File: config.mk
export PLATFORM = sky130hd
export DESIGN_NAME = cubic_bisection_root
export DESIGN_NICKNAME = d
export VERILOG_FILES = /design/src/hw/rtl/crb_pkg.sv /design/src/hw/rtl/cubic_bisection_root.sv
export SDC_FILE = /design/constraint.sdc
export NUM_CORES = 2
export LEC_CHECK = 0
export BUFFER_PORTS_ARGS = -buffer_cell sky130_fd_sc_hd__buf_4
export CORE_MARGIN = 5
export CORE_UTILIZATION = 60
export CTS_BUF_LIST = sky130_fd_sc_hd__clkbuf_2
export DETAILED_ROUTE_END_ITERATION = 7
export HOLD_SLACK_MARGIN = 0.05
export MAX_ROUTING_LAYER = met4
export PLACE_DENSITY = 0.81
export SYNTH_ARGS = -nofsm -noshare
export SYNTH_HDL_FRONTEND = slang
export SYNTH_SLANG_ARGS = --single-unit
File: constraint.sdc
create_clock -name clk -period 10 [get_ports clk]
set_input_delay 1 -clock clk [delete_from_list [all_inputs] [get_ports clk]]
set_output_delay 1 -clock clk [all_outputs]
set_load 0.03 [all_outputs]
File: src/hw/rtl/crb_pkg.sv
// crb_pkg: shared constants, status codes and word types of the cubic bisection root finder
// depends on nothing; imported by cubic_bisection_root
package crb_pkg;

    localparam int VALUE_WIDTH     = 24;
    localparam int FRAC_BITS_DEF   = 16;
    localparam int STEPS_W         = 5;
    localparam int STATUS_W        = 2;
    localparam int PADDR_W         = 3;
    localparam int PDATA_W         = 32;

    localparam logic [STEPS_W-1:0]     STEP_LIMIT    = 5'd25;
    localparam logic [VALUE_WIDTH-1:0] TOL_RESET     = 24'd66;

    // register index, taken from paddr[2]
    localparam logic                   REG_TOLERANCE = 1'b0;

    localparam logic [STATUS_W-1:0]    STAT_WIDTH    = 2'd0;
    localparam logic [STATUS_W-1:0]    STAT_ZERO     = 2'd1;
    localparam logic [STATUS_W-1:0]    STAT_BAD      = 2'd2;

    typedef struct packed {
        logic signed [VALUE_WIDTH-1:0] lower_end;
        logic signed [VALUE_WIDTH-1:0] upper_end;
    } operand_t;

    typedef struct packed {
        logic signed [VALUE_WIDTH-1:0] root;
        logic [STATUS_W-1:0]           status;
        logic [STEPS_W-1:0]            steps;
    } result_t;

endpackage

File: src/hw/rtl/cubic_bisection_root.sv
// cubic_bisection_root: bisection search for a root of x^3 - x - 1 over a Q8.16 bracket
// depends on crb_pkg; one shared unsigned multiplier under a one-hot sequencer
// each cubic evaluation runs three products on the one shared multiplier,
// two wide accumulate steps and a sign decision; the endpoint checks take two evaluations
// throughput: one word at a time, busy high until done; a new start is taken while done is high
// reset: rst_n clears the sequencer, the done strobe and sets tolerance to 66
// the receiver cannot stall: result is valid for the single cycle that done is high
module cubic_bisection_root #(
    parameter int FRAC_BITS = crb_pkg::FRAC_BITS_DEF
) (
    input  logic                       clk,
    input  logic                       rst_n,
    input  logic                       start,
    input  crb_pkg::operand_t          operand,
    output logic                       busy,
    output logic                       done,
    output crb_pkg::result_t           result,
    input  logic                       psel,
    input  logic                       penable,
    input  logic                       pwrite,
    input  logic [crb_pkg::PADDR_W-1:0] paddr,
    input  logic [crb_pkg::PDATA_W-1:0] pwdata,
    output logic [crb_pkg::PDATA_W-1:0] prdata,
    output logic                       pready
);
    import crb_pkg::*;

    localparam int W      = VALUE_WIDTH;
    localparam int T_CUBE = 3 * W;
    localparam int T_LIN  = W + 2 * FRAC_BITS;
    localparam int T_ONE  = 3 * FRAC_BITS + 1;
    localparam int T_MAX  = (T_CUBE > T_LIN) ? ((T_CUBE > T_ONE) ? T_CUBE : T_ONE)
                                             : ((T_LIN > T_ONE) ? T_LIN : T_ONE);
    localparam int CW     = T_MAX + 2;

    localparam logic [CW-1:0] ONE_CUBED = CW'(1) << (3 * FRAC_BITS);

    typedef enum logic [7:0] {
        S_IDLE = 8'b0000_0001,
        S_SQ   = 8'b0000_0010,
        S_LO   = 8'b0000_0100,
        S_HI   = 8'b0000_1000,
        S_CUBE = 8'b0001_0000,
        S_FIN  = 8'b0010_0000,
        S_EVAL = 8'b0100_0000,
        S_STEP = 8'b1000_0000
    } state_t;

    typedef enum logic [1:0] {
        PH_A = 2'd0,
        PH_B = 2'd1,
        PH_C = 2'd2
    } phase_t;

    state_t                state_reg, state_next;
    phase_t                phase_reg, phase_next;
    logic [W-1:0]          tol_reg, tol_next;
    logic signed [W-1:0]   a_reg, a_next;
    logic signed [W-1:0]   b_reg, b_next;
    logic signed [W-1:0]   x_reg, x_next;
    logic [STEPS_W-1:0]    steps_reg, steps_next;
    logic                  sa_neg_reg, sa_neg_next;
    logic                  sa_zero_reg, sa_zero_next;
    logic [2*W-1:0]        prod_reg, prod_next;
    logic [W-1:0]          sqhi_reg, sqhi_next;
    logic [CW-1:0]         acc_reg, acc_next;
    logic                  done_reg, done_next;
    result_t               result_reg, result_next;

    logic [W-1:0]          mag;
    logic [W-1:0]          mul_a;
    logic [2*W-1:0]        mul_p;
    logic [CW-1:0]         lin_term;
    logic [CW-1:0]         acc_signed;
    logic signed [W:0]     pair_sum;
    logic signed [W:0]     pair_diff;
    logic [W:0]            span;
    logic signed [W-1:0]   mid;
    logic                  narrow;
    logic                  acc_neg;
    logic                  acc_zero;
    logic                  cfg_write;

    // magnitude of the operand under evaluation
    assign mag = x_reg[W-1] ? (~x_reg + W'(1)) : x_reg;

    // shared multiplier
    always_comb
    begin
        unique case (state_reg)
            S_LO:    mul_a = prod_reg[W-1:0];
            S_HI:    mul_a = sqhi_reg;
            default: mul_a = mag;
        endcase
    end
    assign mul_p = mul_a * mag;

    assign lin_term   = CW'(mag) << (2 * FRAC_BITS);
    assign acc_signed = x_reg[W-1] ? (~acc_reg + CW'(1)) : acc_reg;
    assign acc_neg    = acc_reg[CW-1];
    assign acc_zero   = (acc_reg == '0);

    // bracket midpoint and width
    assign pair_sum  = {a_reg[W-1], a_reg} + {b_reg[W-1], b_reg};
    assign mid       = pair_sum[W:1];
    assign pair_diff = {a_reg[W-1], a_reg} - {b_reg[W-1], b_reg};
    assign span      = pair_diff[W] ? (~pair_diff + (W+1)'(1)) : pair_diff;
    assign narrow    = span < {1'b0, tol_reg};

    assign cfg_write = psel && penable && pwrite;

    always_comb
    begin
        state_next   = state_reg;
        phase_next   = phase_reg;
        tol_next     = tol_reg;
        a_next       = a_reg;
        b_next       = b_reg;
        x_next       = x_reg;
        steps_next   = steps_reg;
        sa_neg_next  = sa_neg_reg;
        sa_zero_next = sa_zero_reg;
        prod_next    = prod_reg;
        sqhi_next    = sqhi_reg;
        acc_next     = acc_reg;
        done_next    = 1'b0;
        result_next  = result_reg;

        if (cfg_write && (paddr[2] == REG_TOLERANCE))
        begin
            tol_next = pwdata[W-1:0];
        end

        unique case (state_reg)
            S_IDLE:
            begin
                if (start)
                begin
                    a_next     = operand.lower_end;
                    b_next     = operand.upper_end;
                    x_next     = operand.lower_end;
                    steps_next = '0;
                    phase_next = PH_A;
                    state_next = S_SQ;
                end
            end
            S_SQ:
            begin
                prod_next  = mul_p;
                state_next = S_LO;
            end
            S_LO:
            begin
                sqhi_next  = prod_reg[2*W-1:W];
                prod_next  = mul_p;
                state_next = S_HI;
            end
            S_HI:
            begin
                acc_next   = CW'(prod_reg);
                prod_next  = mul_p;
                state_next = S_CUBE;
            end
            S_CUBE:
            begin
                acc_next   = acc_reg + (CW'(prod_reg) << W) - lin_term;
                state_next = S_FIN;
            end
            S_FIN:
            begin
                acc_next   = acc_signed - ONE_CUBED;
                state_next = S_EVAL;
            end
            S_EVAL:
            begin
                unique case (phase_reg)
                    PH_A:
                    begin
                        sa_neg_next  = acc_neg;
                        sa_zero_next = acc_zero;
                        x_next       = b_reg;
                        phase_next   = PH_B;
                        state_next   = S_SQ;
                    end
                    PH_B:
                    begin
                        state_next = S_IDLE;
                        done_next  = 1'b1;
                        result_next.steps = '0;
                        if (sa_zero_reg)
                        begin
                            result_next.root   = a_reg;
                            result_next.status = STAT_ZERO;
                        end
                        else if (acc_zero)
                        begin
                            result_next.root   = b_reg;
                            result_next.status = STAT_ZERO;
                        end
                        else if (sa_neg_reg == acc_neg)
                        begin
                            result_next.root   = '0;
                            result_next.status = STAT_BAD;
                        end
                        else if (narrow)
                        begin
                            result_next.root   = mid;
                            result_next.status = STAT_WIDTH;
                        end
                        else
                        begin
                            done_next  = 1'b0;
                            state_next = S_STEP;
                        end
                    end
                    PH_C:
                    begin
                        if (acc_zero)
                        begin
                            result_next.root   = x_reg;
                            result_next.status = STAT_ZERO;
                            result_next.steps  = steps_reg;
                            done_next          = 1'b1;
                            state_next         = S_IDLE;
                        end
                        else
                        begin
                            if (acc_neg == sa_neg_reg)
                            begin
                                a_next = x_reg;
                            end
                            else
                            begin
                                b_next = x_reg;
                            end
                            state_next = S_STEP;
                        end
                    end
                    default:
                    begin
                        state_next = S_IDLE;
                    end
                endcase
            end
            S_STEP:
            begin
                if (!narrow && (steps_reg < STEP_LIMIT))
                begin
                    x_next     = mid;
                    steps_next = steps_reg + STEPS_W'(1);
                    phase_next = PH_C;
                    state_next = S_SQ;
                end
                else
                begin
                    result_next.root   = x_reg;
                    result_next.status = STAT_WIDTH;
                    result_next.steps  = steps_reg;
                    done_next          = 1'b1;
                    state_next         = S_IDLE;
                end
            end
            default:
            begin
                state_next = S_IDLE;
            end
        endcase
    end

    always_ff @(posedge clk or negedge rst_n)
    begin
        if (!rst_n)
        begin
            state_reg <= S_IDLE;
            phase_reg <= PH_A;
            tol_reg   <= TOL_RESET;
            done_reg  <= 1'b0;
        end
        else
        begin
            state_reg <= state_next;
            phase_reg <= phase_next;
            tol_reg   <= tol_next;
            done_reg  <= done_next;
        end
    end

    always_ff @(posedge clk)
    begin
        a_reg       <= a_next;
        b_reg       <= b_next;
        x_reg       <= x_next;
        steps_reg   <= steps_next;
        sa_neg_reg  <= sa_neg_next;
        sa_zero_reg <= sa_zero_next;
        prod_reg    <= prod_next;
        sqhi_reg    <= sqhi_next;
        acc_reg     <= acc_next;
        result_reg  <= result_next;
    end

    assign busy   = (state_reg != S_IDLE);
    assign done   = done_reg;
    assign result = result_reg;
    assign pready = 1'b1;
    assign prdata = (paddr[2] == REG_TOLERANCE) ? PDATA_W'(tol_reg) : '0;

endmodule

## Word level (Yosys, flattened, before mapping)

Cells that the tools add are included.

| storage, ports and cells | value |
|---|---|
| register bits after elaboration | 291 |
| bits in latches | 0 |
| RAM bits | 0 |
| memory bits (read-only) | 0 |
| input port bits | 89 |
| output and inout port bits | 66 |
| memories kept | 0 |

| cells by class | value |
|---|---|
| add/sub/neg operators | 9 |
| $mul | 1 |
| divide/modulo/power cells | 0 |
| order comparisons | 2 |
| equality and inequality tests | 24 |
| shifts and indexed selects | 0 |
| mux-type cells | 51 |
| bitwise logic cells | 4 |
| reductions and logical operators | 20 |

Operators by type and width:

| cell | number |
|---|---|
| 24-bit 2-to-1 mux | 12 |
| 74-bit one-hot mux with 3 select lines | 1 |
| 24-bit one-hot mux with 2 select lines | 3 |
| 31-bit one-hot mux with 2 select lines | 2 |
| 26-bit 2-to-1 mux | 4 |
| 74-bit by 1-bit adder with 74-bit output, second input constant | 1 |
| 74-bit by 72-bit adder with 74-bit output | 1 |
| 74-bit logical NOT | 1 |
| 74-bit 2-to-1 mux | 1 |
| 74-bit inverter | 1 |
| 74-bit by 49-bit subtractor with 74-bit output, second input constant | 1 |
| 74-bit by 56-bit subtractor with 74-bit output | 1 |
| 24-bit one-hot mux with 3 select lines | 1 |
| 8-bit one-hot mux with 8 select lines | 1 |
| 31-bit 2-to-1 mux | 2 |
| 24-bit by 24-bit multiplier with 48-bit output | 1 |
| 8-bit 2-to-1 mux | 6 |
| 24-bit by 24-bit adder with 25-bit output | 1 |
| 25-bit by 2-bit adder with 25-bit output, second input constant | 1 |
| 25-bit by 24-bit less-than comparator with 1-bit output | 1 |
| 25-bit 2-to-1 mux | 1 |
| 25-bit inverter | 1 |
| 24-bit by 24-bit subtractor with 25-bit output | 1 |
| 24-bit by 2-bit adder with 24-bit output, second input constant | 1 |
| 38 further kinds | 64 |

## Depth between registers and ports, before layout

| depth | value |
|---|---|
| depth after elaboration | 11 |
| mapped depth | 38 |
| gate-level depth less buffers | 36 |

## Worst setup path after synthesis

Ideal clock, no wire load.

| timing | value |
|---|---|
| path kind | reg-to-reg |
| start | reg x_reg[0] |
| end | reg prod_reg[46], data pin |
| arrival | 10.264 ns |
| path slack | -0.521 ns |
| cell stages (with the launch flop) | 35 |
| clock period less this slack | 10.521 ns |
| path through | edfxtp_1 -> clkinv_1 -> clkbuf_1 -> ha_1 -> nand2_1 -> or2_2 -> or4b_2 -> or2_2 -> o41ai_1 -> xnor2_1 -> clkbuf_1 -> a21boi_1 -> nor2_1 -> fa_1 -> fa_1 -> fa_1 -> inv_1 -> fa_1 -> fa_1 -> inv_1 -> fa_1 -> fa_1 -> ha_1 -> a21o_1 -> a21o_1 -> a2111oi_0 -> o22a_1 -> o21ai_1 -> a41o_1 -> a221o_1 -> a311o_1 -> a31o_2 -> a221o_1 -> a21oi_1 -> xnor2_1 |

| between the ends | value |
|---|---|
| longest elaborated chain between the ends | 5 |

Ends and longest elaborated chain:

| item | line | text |
|---|---|---|
| start: declaration | cubic_bisection_root.sv:60 | `logic signed [W-1:0] x_reg, x_next;` |
| start signal: assignment | cubic_bisection_root.sv:292 | `x_reg <= x_next;` |
| 24-bit inverter | cubic_bisection_root.sv:85 | `assign mag = x_reg[W-1] ? (~x_reg + W'(1)) : x_reg;` |
| 24-bit by 2-bit adder with 24-bit output | cubic_bisection_root.sv:85 |  |
| 24-bit 2-to-1 mux * | cubic_bisection_root.sv:85 |  |
| 24-bit one-hot mux with 2 select lines | cubic_bisection_root.sv:90 | `unique case (state_reg)` |
| 24-bit by 24-bit multiplier with 48-bit output * | cubic_bisection_root.sv:96 | `assign mul_p = mul_a * mag;` |
| via mul_p[46] | cubic_bisection_root.sv:72 | `logic [2*W-1:0] mul_p;` |
| end signal: assignment | cubic_bisection_root.sv:296 | `prod_reg <= prod_next;` |
| end: declaration | cubic_bisection_root.sv:64 | `logic [2*W-1:0] prod_reg, prod_next;` |

The timed path passes the listed nets; every way through them passes the cells marked *.
A chain may end at the register's enable or synchronous reset.

## Worst setup path after layout

| timing | value |
|---|---|
| start | reg x_reg[5] |
| end | reg prod_reg[47], data pin |

The elaborated chain is that of the path after synthesis.

==> impl_metrics.env <==
export IMPL_max_freq_mhz=102
export IMPL_synth_area_mux_share_pct=0.833
export IMPL_critPathLaunchType="flop"
export IMPL_grt_pass1_wl_mm=212
export IMPL_antenna_found_initial=2
export IMPL_synth_distinct_cells=91
export IMPL_final_cell_mix="inv_1 (804), nand2_1 (601), fa_1 (504)"
export IMPL_mostFrequentLayoutCell="inv_1"
export IMPL_synth_edf_count=256
export IMPL_synth_avg_cell_area_um2=8.70
export IMPL_vias=37344
export IMPL_cts_buffers=77
export IMPL_cts_root_buf="clkbuf_2"
export IMPL_routed_wl_mm=138
export IMPL_synth_top_family_by_area="adder cells"
export IMPL_io_buffers=135
export IMPL_htree_levels=3
export IMPL_firstDrtPassIters=6
export IMPL_overflow=0
export IMPL_cp_data_arrival_time_ps=10450
export IMPL_synth_area_um2=42700
export IMPL_async_reset_ff_share_pct=12.0
export IMPL_hp_class="input pin to flop"
export IMPL_synth_top_area_share_pct=23.8
export IMPL_crit_type="flop to flop"
export IMPL_synthAdderAreaFrac_pct=34.8
export IMPL_drtIter0Drc=4098
export IMPL_r2r_start="x_reg[5]$_DFFE_PP_"
export IMPL_ios=155
export IMPL_clkSinkCount=291
export IMPL_period_needed_ps=9770
export IMPL_crit_start="x_reg[5]$_DFFE_PP_"
export IMPL_layout_drive_gt1_share_pct=11.3
export IMPL_placedCellCount=5946
export IMPL_cp_slowest_stage_delay_ps=580
export IMPL_place_area_um2=45600
export IMPL_clk_latency_ps=1040
export IMPL_cp_max_fo=4
export IMPL_grtUsageTotal_pct=36.2
export IMPL_grt_start_max_net_pins=70
export IMPL_cp_required_ps=10680
export IMPL_slew_limit_headroom_pct=24.2
export IMPL_yosysWarningCount=0
export IMPL_seq_area_frac_synth_pct=20.1
export IMPL_min_period_over_period_pct=97.7
export IMPL_max_cap_viol_count=0
export IMPL_worstMarginPinSlew_ps=1130
export IMPL_synth_top_cells_by_area="fa_1 (24%), edfxtp_1 (18%), ha_1 (11%)"
export IMPL_slowest_stage="or4_4"
export IMPL_dieHeight_um=277
export IMPL_ys_ff_latch=291
export IMPL_grt_pass1_vias=37242
export IMPL_maxSlewViolCount=0
export IMPL_placement_rows=97
export IMPL_start_util_pct=60.7
export IMPL_largest_reg_flops=74
export IMPL_yosys_area_share_simple_pct=15.2
export IMPL_worst_path_most_repeated_cell="fa_1"
export IMPL_synth_xor_area_share_pct=5.85
export IMPL_clockBufferDepth=3
export IMPL_fp_coreArea_um2=70300
export IMPL_design_area_um2=46700
export IMPL_antenna_left=0
export IMPL_hold_violations=0
export IMPL_syn2layout_area_growth_pct=9.38
export IMPL_yosysTopAreaCell="fa_1"
export IMPL_gp_congestion=1.03
export IMPL_instances_no_fill=6098
export IMPL_fin_skew_ps=121
export IMPL_synth_flop_cell="edfxtp_1"
export IMPL_clkTransAtPathRegs_ps=110
export IMPL_setup_viol=0
export IMPL_fp_dieArea_um2=76600
export IMPL_status="completed"
export IMPL_drc=0
export IMPL_layout_nets=6065
export IMPL_die_w_um=277
export IMPL_fin_setup_tns_ps=0
export IMPL_synth_compound_area_share_pct=14.1
export IMPL_hpwl_mm=109
export IMPL_wl_per_cell_um=22.6
export IMPL_synthCells=4906
export IMPL_cts_tree="yes"
export IMPL_via_per_inst=6.12
export IMPL_end_kind="flop"
export IMPL_hold_path_startpoint="operand[13]"
[timing repair]
action / 4_1_cts / 5_1_grt
hold endpoints to repair: 32 / 0
hold buffers: 1 / 0
endpoints found under the setup margin: 7 / 13
pin swaps: 3 / 46
resized for setup: 8 / 41
buffers inserted: 1 / 8
[worst max-delay path, delay by kind of cell (launching register included)]
family,cells,cell delay [ps]
buffers and inverters,9,860
AND/OR/NAND/NOR,6,1680
flip-flops,1,410
adder cells (fa/ha/maj),8,3820
AO/OA/AOI/OAI,11,2280
XOR/XNOR,2,360
[cell usage after synthesis, types with 33 or more instances]
cell type,instances
nor4_1,37
clkbuf_1,193
inv_1,804
o31ai_1,33
nand4_1,45
o21ai_0,217
nor3_1,43
nor2_1,467
nand2_1,603
a21oi_1,202
ha_1,373
fa_1,508
a22oi_1,76
edfxtp_1,256
xnor2_1,224
xor2_1,61
a21o_1,98
nand3_1,55
[cell families (layout without fill, tap and decap cells)]
| group | after synthesis | count (layout) |
|---|---|---|
| adders and majority gates | 881 | 881 |
| AOI/OAI and AO/OA | 928 | 928 |
| and+or+nand+nor | 1458 | 1458 |
| other | 2 | 12 |
| xor gates and xnor gates | 285 | 285 |
| muxes | 32 | 32 |
| buffers and inverters | 1029 | 1271 |
| DFF | 291 | 291 |
[area by class of cell]
type	count	area [um^2]
multi-input combinational	3593	30700
fill	5791	23600
sequential	291	8570
inverter	813	3050
timing repair buffer	319	2420
tap	940	1180
clock buffer	110	551
clock inverter	29	228
antenna	3	7.51
[layer usage]
layer / share of wire, % / wire [um] / track usage, %
met4: 5.3 / 7320 / 15.5
met5: 0 / 0 / -
met2: 46 / 63500 / 56.8
met1: 38 / 52400 / 46.8
met3: 11 / 14700 / 6.49
[final timing paths]
check	endpoint	slack [ps]	cells past startpoint
worst max register to register	prod_reg[47]$_DFFE_PP_	230	36
worst min register to register	tol_reg[13]$_DFFE_PN0P_	510	1
min in group asynchronous	tol_reg[21]$_DFFE_PN0P_	520	2
worst max-delay path	prod_reg[47]$_DFFE_PP_	230	36
max in group asynchronous	state_reg[4]$_DFFE_PN0P_	9110	2
worst min-delay path	b_reg[13]$_DFFE_PP_	220	3
[metrics by stage]
stage          setup WS (ps)  util, %  hold slack (ps)
4_1_cts                -3.23     66.0              156
3_5_place_dp            -123     64.9              495
6_report                 228     66.4              224
2_1_floorplan           32.8        -              450
5_1_grt                -96.2     66.4              159
3_3_place_gp           -15.0     64.9              487
Power is not shown: default switching activity piles up to over one toggle a cycle in this logic, so the estimate is an artifact.
